==> src/sha_pkg.sv <==
// shared types, constants and round functions for the sha-256 hash engine
// used by sha_core and sha256_hash_engine; no dependencies
`default_nettype none

package sha_pkg;

    localparam int WORD_W  = 32;
    localparam int TOTAL_W = 61;
    localparam int ROUNDS  = 64;
    localparam int ROUND_W = $clog2(ROUNDS);

    typedef logic [0:7][WORD_W-1:0] t_hash;

    // initial hash value, word 0 first
    localparam t_hash H_INIT = '{
        32'h6a09e667, 32'hbb67ae85, 32'h3c6ef372, 32'ha54ff53a,
        32'h510e527f, 32'h9b05688c, 32'h1f83d9ab, 32'h5be0cd19
    };

    localparam logic [WORD_W-1:0] PAD_MARK = 32'h80000000;

    // control from the sequencer to the round unit
    typedef struct packed {
        logic              push;   // shift a word into the block window
        logic              start;  // with push: begin compressing the block
        logic              init;   // reload the initial hash value
        logic [WORD_W-1:0] word;
    } t_core_ctl;

    // status back from the round unit
    typedef struct packed {
        logic busy;
    } t_core_sts;

    function automatic logic [WORD_W-1:0] big_sigma0(input logic [WORD_W-1:0] x);
        big_sigma0 = {x[1:0], x[31:2]} ^ {x[12:0], x[31:13]} ^ {x[21:0], x[31:22]};
    endfunction

    function automatic logic [WORD_W-1:0] big_sigma1(input logic [WORD_W-1:0] x);
        big_sigma1 = {x[5:0], x[31:6]} ^ {x[10:0], x[31:11]} ^ {x[24:0], x[31:25]};
    endfunction

    function automatic logic [WORD_W-1:0] small_sigma0(input logic [WORD_W-1:0] x);
        small_sigma0 = {x[6:0], x[31:7]} ^ {x[17:0], x[31:18]} ^ {3'b000, x[31:3]};
    endfunction

    function automatic logic [WORD_W-1:0] small_sigma1(input logic [WORD_W-1:0] x);
        small_sigma1 = {x[16:0], x[31:17]} ^ {x[18:0], x[31:19]} ^ {10'b0, x[31:10]};
    endfunction

    // round constants
    function automatic logic [WORD_W-1:0] round_k(input logic [ROUND_W-1:0] r);
        case (r)
            6'd0:  round_k = 32'h428a2f98;
            6'd1:  round_k = 32'h71374491;
            6'd2:  round_k = 32'hb5c0fbcf;
            6'd3:  round_k = 32'he9b5dba5;
            6'd4:  round_k = 32'h3956c25b;
            6'd5:  round_k = 32'h59f111f1;
            6'd6:  round_k = 32'h923f82a4;
            6'd7:  round_k = 32'hab1c5ed5;
            6'd8:  round_k = 32'hd807aa98;
            6'd9:  round_k = 32'h12835b01;
            6'd10: round_k = 32'h243185be;
            6'd11: round_k = 32'h550c7dc3;
            6'd12: round_k = 32'h72be5d74;
            6'd13: round_k = 32'h80deb1fe;
            6'd14: round_k = 32'h9bdc06a7;
            6'd15: round_k = 32'hc19bf174;
            6'd16: round_k = 32'he49b69c1;
            6'd17: round_k = 32'hefbe4786;
            6'd18: round_k = 32'h0fc19dc6;
            6'd19: round_k = 32'h240ca1cc;
            6'd20: round_k = 32'h2de92c6f;
            6'd21: round_k = 32'h4a7484aa;
            6'd22: round_k = 32'h5cb0a9dc;
            6'd23: round_k = 32'h76f988da;
            6'd24: round_k = 32'h983e5152;
            6'd25: round_k = 32'ha831c66d;
            6'd26: round_k = 32'hb00327c8;
            6'd27: round_k = 32'hbf597fc7;
            6'd28: round_k = 32'hc6e00bf3;
            6'd29: round_k = 32'hd5a79147;
            6'd30: round_k = 32'h06ca6351;
            6'd31: round_k = 32'h14292967;
            6'd32: round_k = 32'h27b70a85;
            6'd33: round_k = 32'h2e1b2138;
            6'd34: round_k = 32'h4d2c6dfc;
            6'd35: round_k = 32'h53380d13;
            6'd36: round_k = 32'h650a7354;
            6'd37: round_k = 32'h766a0abb;
            6'd38: round_k = 32'h81c2c92e;
            6'd39: round_k = 32'h92722c85;
            6'd40: round_k = 32'ha2bfe8a1;
            6'd41: round_k = 32'ha81a664b;
            6'd42: round_k = 32'hc24b8b70;
            6'd43: round_k = 32'hc76c51a3;
            6'd44: round_k = 32'hd192e819;
            6'd45: round_k = 32'hd6990624;
            6'd46: round_k = 32'hf40e3585;
            6'd47: round_k = 32'h106aa070;
            6'd48: round_k = 32'h19a4c116;
            6'd49: round_k = 32'h1e376c08;
            6'd50: round_k = 32'h2748774c;
            6'd51: round_k = 32'h34b0bcb5;
            6'd52: round_k = 32'h391c0cb3;
            6'd53: round_k = 32'h4ed8aa4a;
            6'd54: round_k = 32'h5b9cca4f;
            6'd55: round_k = 32'h682e6ff3;
            6'd56: round_k = 32'h748f82ee;
            6'd57: round_k = 32'h78a5636f;
            6'd58: round_k = 32'h84c87814;
            6'd59: round_k = 32'h8cc70208;
            6'd60: round_k = 32'h90befffa;
            6'd61: round_k = 32'ha4506ceb;
            6'd62: round_k = 32'hbef9a3f7;
            default: round_k = 32'hc67178f2;
        endcase
    endfunction

endpackage

`default_nettype wire

==> src/sha_stream_if.sv <==
// valid/ready channels for message words in and digest words out
// no dependencies
`default_nettype none

interface sha_in_if;
    logic        valid;
    logic        ready;
    logic [31:0] message_word;
    logic [2:0]  valid_bytes;
    logic        end_of_message;

    modport source (output valid, message_word, valid_bytes, end_of_message, input ready);
    modport sink   (input valid, message_word, valid_bytes, end_of_message, output ready);
endinterface

interface sha_out_if;
    logic        valid;
    logic        ready;
    logic [31:0] digest_word;
    logic [2:0]  word_index;
    logic        last_word;

    modport source (output valid, digest_word, word_index, last_word, input ready);
    modport sink   (input valid, digest_word, word_index, last_word, output ready);
endinterface

`default_nettype wire

==> src/sha_core.sv <==
// sha-256 round unit: 16-word schedule window, working variables, hash state
// depends on sha_pkg
`default_nettype none

module sha_core (
    input  wire logic              i_clk,
    input  wire logic              i_rst_n,
    input  wire sha_pkg::t_core_ctl i_ctl,
    output sha_pkg::t_core_sts     o_sts,
    output sha_pkg::t_hash         o_hash
);

    typedef enum logic [2:0] {
        CORE_IDLE  = 3'b001,
        CORE_ROUND = 3'b010,
        CORE_SUM   = 3'b100
    } t_core_state;

    t_core_state                     r_state, n_state;
    logic [sha_pkg::ROUND_W-1:0]     r_round;
    sha_pkg::t_hash                  r_h;
    logic [0:7][sha_pkg::WORD_W-1:0] r_v, n_v;
    logic [0:15][sha_pkg::WORD_W-1:0] r_w;

    logic [sha_pkg::WORD_W-1:0] w_t1, w_t2, w_ch, w_maj, w_sched;

    // one round of compression and the next schedule word
    always_comb begin
        w_ch    = (r_v[4] & r_v[5]) ^ (~r_v[4] & r_v[6]);
        w_maj   = (r_v[0] & r_v[1]) ^ (r_v[0] & r_v[2]) ^ (r_v[1] & r_v[2]);
        w_t1    = r_v[7] + sha_pkg::big_sigma1(r_v[4]) + w_ch
                + sha_pkg::round_k(r_round) + r_w[0];
        w_t2    = sha_pkg::big_sigma0(r_v[0]) + w_maj;
        w_sched = sha_pkg::small_sigma1(r_w[14]) + r_w[9]
                + sha_pkg::small_sigma0(r_w[1]) + r_w[0];
        n_v     = {w_t1 + w_t2, r_v[0], r_v[1], r_v[2], r_v[3] + w_t1, r_v[4], r_v[5], r_v[6]};
    end

    // state sequence
    always_comb begin
        n_state = r_state;
        case (r_state)
            CORE_IDLE: begin
                if (i_ctl.push && i_ctl.start) begin
                    n_state = CORE_ROUND;
                end
            end
            CORE_ROUND: begin
                if (r_round == sha_pkg::ROUND_W'(sha_pkg::ROUNDS - 1)) begin
                    n_state = CORE_SUM;
                end
            end
            CORE_SUM: begin
                n_state = CORE_IDLE;
            end
            default: begin
                n_state = CORE_IDLE;
            end
        endcase
    end

    // control state and hash value
    always_ff @(posedge i_clk) begin
        if (!i_rst_n) begin
            r_state <= CORE_IDLE;
            r_round <= '0;
            r_h     <= sha_pkg::H_INIT;
        end else begin
            r_state <= n_state;
            if (r_state == CORE_ROUND) begin
                r_round <= r_round + 1'b1;
            end else begin
                r_round <= '0;
            end
            if (r_state == CORE_SUM) begin
                for (int i = 0; i < 8; i++) begin
                    r_h[i] <= r_h[i] + r_v[i];
                end
            end else if (r_state == CORE_IDLE && i_ctl.init) begin
                r_h <= sha_pkg::H_INIT;
            end
        end
    end

    // schedule window and working variables
    always_ff @(posedge i_clk) begin
        if (r_state == CORE_ROUND) begin
            r_w <= {r_w[1:15], w_sched};
            r_v <= n_v;
        end else if (r_state == CORE_IDLE && i_ctl.push) begin
            r_w <= {r_w[1:15], i_ctl.word};
            if (i_ctl.start) begin
                r_v <= r_h;
            end
        end
    end

    assign o_sts.busy = (r_state != CORE_IDLE);
    assign o_hash     = r_h;

endmodule

`default_nettype wire

==> src/sha256_hash_engine.sv <==
// sha-256 hash engine top level: message word intake, padding sequencer, digest output
// depends on sha_pkg, sha_stream_if and sha_core
//
// A message word is taken while the sequencer is idle and shifted into the block
// window of the round unit. The word that fills a 16-word block starts a
// compression (64 rounds at one per cycle through the single round unit, then
// the hash update); no word is taken until the sequencer has seen the round unit
// finish. On the final word the sequencer writes the padding and the 64-bit bit
// length one word per cycle, pausing while a compression runs, runs one or two
// compressions, and presents the eight digest words, one per cycle while the
// sink is ready. The byte count is cleared when the last padded block starts its
// compression, and the hash state returns to its initial value after the eighth
// digest word.
`default_nettype none

module sha256_hash_engine (
    input  wire logic i_clk,
    input  wire logic i_rst_n,
    sha_in_if.sink    i_msg,
    sha_out_if.source o_digest
);

    typedef enum logic [3:0] {
        ST_IDLE = 4'b0001,
        ST_PAD  = 4'b0010,
        ST_COMP = 4'b0100,
        ST_OUT  = 4'b1000
    } t_state;

    t_state                      r_state, n_state;
    logic [sha_pkg::TOTAL_W-1:0] r_byte_total, n_byte_total;
    logic [3:0]                  r_slot, n_slot;
    logic                        r_need80, n_need80;
    logic                        r_zero_blk, n_zero_blk;
    logic                        r_final, n_final;
    logic                        r_padding, n_padding;
    logic [2:0]                  r_idx, n_idx;

    sha_pkg::t_core_ctl w_ctl;
    sha_pkg::t_core_sts w_sts;
    sha_pkg::t_hash     w_hash;

    logic [3:0]                 w_pos;
    logic                       w_acc;
    logic [2:0]                 w_nb;
    logic [sha_pkg::WORD_W-1:0] w_last_word, w_pad_word;
    logic [63:0]                w_bits;

    sha_core u_core (
        .i_clk   (i_clk),
        .i_rst_n (i_rst_n),
        .i_ctl   (w_ctl),
        .o_sts   (w_sts),
        .o_hash  (w_hash)
    );

    assign w_pos  = r_byte_total[5:2];
    assign w_acc  = i_msg.valid && i_msg.ready;
    assign w_bits = {r_byte_total, 3'b000};
    assign w_nb   = (i_msg.valid_bytes > 3'd4) ? 3'd4 : i_msg.valid_bytes;

    // final word with the end marker placed after its valid bytes
    always_comb begin
        case (w_nb)
            3'd0:    w_last_word = sha_pkg::PAD_MARK;
            3'd1:    w_last_word = {i_msg.message_word[31:24], 24'h800000};
            3'd2:    w_last_word = {i_msg.message_word[31:16], 16'h8000};
            3'd3:    w_last_word = {i_msg.message_word[31:8], 8'h80};
            default: w_last_word = i_msg.message_word;
        endcase
    end

    // padding word for the current slot
    always_comb begin
        if (r_need80) begin
            w_pad_word = sha_pkg::PAD_MARK;
        end else if (r_zero_blk) begin
            w_pad_word = '0;
        end else if (r_slot == 4'd14) begin
            w_pad_word = w_bits[63:32];
        end else if (r_slot == 4'd15) begin
            w_pad_word = w_bits[31:0];
        end else begin
            w_pad_word = '0;
        end
    end

    // sequencer
    always_comb begin
        n_state      = r_state;
        n_byte_total = r_byte_total;
        n_slot       = r_slot;
        n_need80     = r_need80;
        n_zero_blk   = r_zero_blk;
        n_final      = r_final;
        n_padding    = r_padding;
        n_idx        = r_idx;
        w_ctl        = '0;
        case (r_state)
            ST_IDLE: begin
                if (w_acc) begin
                    w_ctl.push = 1'b1;
                    w_ctl.start = (w_pos == 4'd15);
                    if (!i_msg.end_of_message) begin
                        w_ctl.word   = i_msg.message_word;
                        n_byte_total = r_byte_total + sha_pkg::TOTAL_W'(4);
                        n_padding    = 1'b0;
                        if (w_pos == 4'd15) begin
                            n_state = ST_COMP;
                        end
                    end else begin
                        w_ctl.word   = w_last_word;
                        n_byte_total = r_byte_total + sha_pkg::TOTAL_W'(w_nb);
                        n_need80     = (w_nb == 3'd4);
                        n_zero_blk   = (w_nb != 3'd4) && (w_pos == 4'd14);
                        n_slot       = w_pos + 4'd1;
                        n_padding    = 1'b1;
                        n_final      = 1'b0;
                        n_state      = (w_pos == 4'd15) ? ST_COMP : ST_PAD;
                    end
                end
            end
            ST_PAD: begin
                w_ctl.push = 1'b1;
                w_ctl.word = w_pad_word;
                n_slot     = r_slot + 4'd1;
                if (r_need80) begin
                    n_need80   = 1'b0;
                    n_zero_blk = r_zero_blk || (r_slot >= 4'd14);
                end
                if (r_slot == 4'd15) begin
                    w_ctl.start = 1'b1;
                    n_state     = ST_COMP;
                    n_zero_blk  = 1'b0;
                    n_final     = !r_need80 && !r_zero_blk;
                    if (!r_need80 && !r_zero_blk) begin
                        n_byte_total = '0;
                    end
                end
            end
            ST_COMP: begin
                if (!w_sts.busy) begin
                    if (r_final) begin
                        n_state = ST_OUT;
                        n_idx   = '0;
                    end else if (r_padding) begin
                        n_state = ST_PAD;
                    end else begin
                        n_state = ST_IDLE;
                    end
                end
            end
            ST_OUT: begin
                if (o_digest.ready) begin
                    n_idx = r_idx + 3'd1;
                    if (r_idx == 3'd7) begin
                        w_ctl.init = 1'b1;
                        n_final    = 1'b0;
                        n_padding  = 1'b0;
                        n_state    = ST_IDLE;
                    end
                end
            end
            default: begin
                n_state = ST_IDLE;
            end
        endcase
    end

    // control registers
    always_ff @(posedge i_clk) begin
        if (!i_rst_n) begin
            r_state      <= ST_IDLE;
            r_byte_total <= '0;
            r_slot       <= '0;
            r_need80     <= 1'b0;
            r_zero_blk   <= 1'b0;
            r_final      <= 1'b0;
            r_padding    <= 1'b0;
            r_idx        <= '0;
        end else begin
            r_state      <= n_state;
            r_byte_total <= n_byte_total;
            r_slot       <= n_slot;
            r_need80     <= n_need80;
            r_zero_blk   <= n_zero_blk;
            r_final      <= n_final;
            r_padding    <= n_padding;
            r_idx        <= n_idx;
        end
    end

    // ports
    assign i_msg.ready          = (r_state == ST_IDLE);
    assign o_digest.valid       = (r_state == ST_OUT);
    assign o_digest.digest_word = w_hash[r_idx];
    assign o_digest.word_index  = r_idx;
    assign o_digest.last_word   = (r_idx == 3'd7);

`ifndef ASSERT_OFF
    // intake and digest output never overlap
    a_no_overlap: assert property (@(posedge i_clk) disable iff (!i_rst_n)
        !(i_msg.ready && o_digest.valid))
        else $error("intake open while digest words pending");

    // the round unit is never fed while it compresses
    a_push_idle: assert property (@(posedge i_clk) disable iff (!i_rst_n)
        w_ctl.push |-> !w_sts.busy)
        else $error("word pushed into busy round unit");

    // a word that completes a block starts a compression
    a_block_start: assert property (@(posedge i_clk) disable iff (!i_rst_n)
        (w_acc && !i_msg.end_of_message && w_pos == 4'd15) |=> w_sts.busy)
        else $error("full block did not start compression");

    // count is clear once the last digest word is taken
    a_count_clear: assert property (@(posedge i_clk) disable iff (!i_rst_n)
        (o_digest.valid && o_digest.ready && o_digest.last_word) |=> (r_byte_total == '0))
        else $error("byte count not cleared after digest");
`endif

endmodule

`default_nettype wire

==> src/flat_wrapper.sv <==
// flat-port wrapper written by rule: the top's interface ports become plain ports
module sha256_hash_engine_flat 
  (i_clk, i_rst_n, i_msg_valid, i_msg_message_word, i_msg_valid_bytes, i_msg_end_of_message, i_msg_ready, o_digest_valid, o_digest_digest_word, o_digest_word_index, o_digest_last_word, o_digest_ready);
  sha_in_if i_msg_i ();
  sha_out_if o_digest_i ();
  input  wire logic i_clk;
  input  wire logic i_rst_n;
  input wire logic [$bits(i_msg_i.valid)-1:0] i_msg_valid;
  input wire logic [$bits(i_msg_i.message_word)-1:0] i_msg_message_word;
  input wire logic [$bits(i_msg_i.valid_bytes)-1:0] i_msg_valid_bytes;
  input wire logic [$bits(i_msg_i.end_of_message)-1:0] i_msg_end_of_message;
  output wire logic [$bits(i_msg_i.ready)-1:0] i_msg_ready;
  output wire logic [$bits(o_digest_i.valid)-1:0] o_digest_valid;
  output wire logic [$bits(o_digest_i.digest_word)-1:0] o_digest_digest_word;
  output wire logic [$bits(o_digest_i.word_index)-1:0] o_digest_word_index;
  output wire logic [$bits(o_digest_i.last_word)-1:0] o_digest_last_word;
  input wire logic [$bits(o_digest_i.ready)-1:0] o_digest_ready;
  assign i_msg_i.valid = i_msg_valid;
  assign i_msg_i.message_word = i_msg_message_word;
  assign i_msg_i.valid_bytes = i_msg_valid_bytes;
  assign i_msg_i.end_of_message = i_msg_end_of_message;
  assign i_msg_ready = i_msg_i.ready;
  assign o_digest_valid = o_digest_i.valid;
  assign o_digest_digest_word = o_digest_i.digest_word;
  assign o_digest_word_index = o_digest_i.word_index;
  assign o_digest_last_word = o_digest_i.last_word;
  assign o_digest_i.ready = o_digest_ready;
  sha256_hash_engine u_core (.i_clk(i_clk), .i_rst_n(i_rst_n), .i_msg(i_msg_i), .o_digest(o_digest_i));
endmodule
==> config.mk <==
export PLATFORM = sky130hd
export DESIGN_NAME = sha256_hash_engine_flat
export DESIGN_NICKNAME = d
export VERILOG_FILES = /design/src/sha_pkg.sv /design/src/sha_stream_if.sv /design/src/sha_core.sv /design/src/sha256_hash_engine.sv /design/src/flat_wrapper.sv
export SDC_FILE = /design/constraint.sdc
export NUM_CORES = 2
export LEC_CHECK = 0
export ABC_AREA = 1
export BUFFER_PORTS_ARGS = -buffer_cell sky130_fd_sc_hd__buf_2
export CORE_MARGIN = 2
export CORE_UTILIZATION = 40
export CTS_CLUSTER_SIZE = 28
export DETAILED_ROUTE_END_ITERATION = 10
export GPL_TIMING_DRIVEN = 0
export PLACE_DENSITY = 0.67
export SYNTH_ARGS = -nofsm -noshare
export SYNTH_HDL_FRONTEND = slang
export SYNTH_SLANG_ARGS = --single-unit
==> constraint.sdc <==
create_clock -name i_clk -period 33.1 [get_ports i_clk]
set_clock_uncertainty 0.1 [all_clocks]
set_input_delay 4.965 -clock i_clk [delete_from_list [all_inputs] [get_ports i_clk]]
set_output_delay 4.965 -clock i_clk [all_outputs]
set_load 0.005 [all_outputs]
==> reports/qor.csv <==
metric,value,unit
status,finished with violations,
violations,"capacitance limit, slew limit",
row_count,160,
cp_num_buf_inv,4,
avgSynthCellArea,7.92,um2
path_common_cell,clkbuf_1,
gp_congestion,1.08,
rsz0062_at_grt,no,
synth_compound_area_share,15.7,%
finalMaxSlewViolations,47,
ioPinCount,78,
cts-resized-gates,0,
syn-num-nets,10300,
maxSlewHeadroom,-11.1,%
clk_latency,0.87,ns
end_kind,output port,
cp_max_fo,10,
synth_top_area_cell,edfxtp_1,
synthSimpleGateAreaFrac,21.6,%
cts_setup_buffers,0,
grt_pass1_wl,560000,um
io_buffer_count,76,
clk_pin_slew_worst_paths,0.06,ns
yosysTopAreaCellShare,30.1,%
cap_viol_max_count,6,
dr_total_vias,76400,
grt_max_degree,82,
grt_pass1_vias,70300,
clock-sinks,1141,
hp-class,reg -> reg,
netlist_top_cells_count,"nand2_1, inv_1, o21ai_0",
cts_tree,yes,
drive_gt1_share,4.97,%
synth.area.top_cells,"edfxtp_1, nand2_1, dfxtp_1",
cp_slowest_cell,clkbuf_1,
core,190000,um2
antenna_found_initial,45,
synthAdderAreaFrac,11.6,%
nets,10500,
async_flop_share,0,%
grt_usage,41.1,%
dp_hpwl,332000,um
drc_errors,0,
cp-start-kind,register,
setup_tns,0,ns
drt_iter0_drc,11500,
path_class,reg -> out,
setup_viol,0,
grt_overflow,0,
arrival,5.47,ns
crit_family,buffers and inverters,
fmax,0.0949,GHz
wl,413000,um
postCtsHoldBufs,0,
ys.flop_type,edfxtp_1,
ant_nets,0,
numCtsBuffers,138,
via_per_inst,6.08,
critPathRequiredTime,28.04,ns
synth_xor_area_share,3.92,%
start_util,40.3,%
synth.cell_area,76600,um2
cts_buffer_depth,3,
first_pass_iters,9,
synth_top_family_by_area,simple AND/OR/NAND/NOR gates,
die_area,195000,um2
final_hold_viol_count,0,
yosysUniqueCellTypes,64,
ys_ff_latch,1141,
synth_edf_count,768,
synthCells,9670,
worstPathCellList,clkbuf_1 -> clkbuf_1 -> clkbuf_1 -> nor2_1 -> o22ai_1 -> nor2_1 -> a31oi_1 -> buf_2,
fin_crit_sh,31.8,%
critPathMaxStageDelay,1.11,ns
syn_to_final_growth,11.8,%
period_needed,10.54,ns
yosysWarnings,0,
yosysSeqAreaShare,39.8,%
h-tree-depth,4,
wl_per_cell,32.9,um
yosys.cell_count.top_type,nand2_1,
synthMuxAreaShare,0,%
root_buffer,clkbuf_16,
die_x,442,um
fp.dieH,442,um
worst_pin_slew,1.67,ns
==> through the flow <==
step | std cells | util, % | worst slack, ns | hold WS [ns] | instance area [um2]
after detailed placement | 12300 | 42.4 | 23.78 | 0.305 | 80700
final | 12600 | 45.0 | 22.56 | 0.263 | 85600
after global routing | 12500 | 45.0 | 22.74 | 0.266 | 85600
after CTS | 12500 | 45.0 | 22.90 | 0.267 | 85600
after global placement | 12300 | 42.1 | 11.82 | 0.300 | 80200
after floorplan | 9670 | - | 15.88 | 0.300 | 76600
==> state kept, by name, indices dropped and copies added, names as in the netlist, named ones only <==
name,count
u_core.r_need80,1
u_core.r_final,1
u_core.u_core.o_hash,256
u_core.r_slot,4
u_core.r_padding,1
u_core.r_state,4
u_core.u_core.r_w,512
u_core.u_core.r_state,3
u_core.o_digest.word_index,3
u_core.u_core.n_v,192
u_core.r_byte_total,61
u_core.u_core.r_v,64
u_core.u_core.r_round,6
u_core.r_zero_blk,1
==> placed cells by master, fill, tap and decap left out, types with 21 or more instances in the layout <==
cell type / synthesis / final
o21a_1: 70 / 70
a21boi_0: 33 / 33
ha_1: 397 / 397
o211ai_1: 38 / 38
o22ai_1: 51 / 51
nor3_1: 107 / 107
a31oi_1: 72 / 72
clkinv_2: 1 / 21
nor2_1: 796 / 796
fa_1: 196 / 196
o21ai_0: 887 / 886
nand3b_1: 36 / 36
edfxtp_1: 768 / 768
nand4_1: 124 / 124
dfxtp_1: 373 / 373
clkbuf_2: 0 / 28
a21o_1: 67 / 67
clkbuf_1: 221 / 223
diode_2: 0 / 33
or2_2: 44 / 44
nand3_1: 632 / 632
xnor2_1: 154 / 154
inv_1: 1155 / 1155
buf_2: 63 / 139
clkbuf_16: 0 / 139
a21oi_1: 804 / 804
o21bai_1: 56 / 56
nand2_1: 2132 / 2130
xor2_1: 187 / 187
==> layout make-up <==
cell class	count	area [um2]
antenna	33	82.6
buffer	309	1300
clock buffer	179	3730
clock inverter	76	1160
fill	19300	105000
inverter	1168	4390
multi-input combinational	7052	40500
sequential	1141	30500
tap	2511	3140
timing repair buffer	95	846
==> path summary, 6_finish.rpt <==
check                                             start                               to  slack, ns  cells after the start
min                     u_core.u_core.r_w[21]$_DFFE_PP_  u_core.u_core.r_w[53]$_DFFE_PP_       0.26                      0
max          u_core.o_digest.word_index[0]$_SDFFE_PN0P_         o_digest_digest_word[31]      22.56                      8
max reg2reg             u_core.u_core.n_v[90]$_DFFE_PP_  u_core.u_core.n_v[94]$_DFFE_PP_      24.86                     23
min reg2reg             u_core.u_core.r_w[21]$_DFFE_PP_  u_core.u_core.r_w[53]$_DFFE_PP_       0.26                      0
==> logic make-up (layout without fill, tap and decap cells) <==
family	Yosys count	count (layout)
other	0	33
buffers and inverters	1477	1827
adders and majority gates	594	594
xor gates and xnor gates	342	342
DFF	1141	1141
AOI/OAI and AO/OA	2178	2178
and+or+nand+nor	3938	3938
==> layer usage <==
metal | vias up | track usage [%] | share of wire [%]
li1 | 33200 | - | -
met1 | 37100 | 57.3 | 42
met2 | 5072 | 58.0 | 40
met3 | 996 | 11.1 | 12
met4 | 16 | 21.5 | 6.1
met5 | - | 0 | 0.027
==> worst register-to-register path, stage by stage (launching register included) <==
cell,delay [ns]
edfxtp_1,0.35
clkbuf_1,0.79
xnor2_1,0.27
xor2_1,0.38
fa_1,0.58
fa_1,0.54
inv_1,0.04
ha_1,0.22
fa_1,0.44
nand2_1,0.11
nand3_1,0.17
a21oi_1,0.38
inv_1,0.13
a21oi_1,0.23
xor2_1,0.78
ha_1,0.45
nand2_1,0.16
inv_1,0.05
a21oi_1,0.25
o21ai_0,0.22
a21oi_1,0.22
nand3_1,0.09
nand3_1,0.60
o21ai_0,0.33
Power is not shown: default switching activity piles up to over one toggle a cycle in this logic, so the estimate is an artifact.
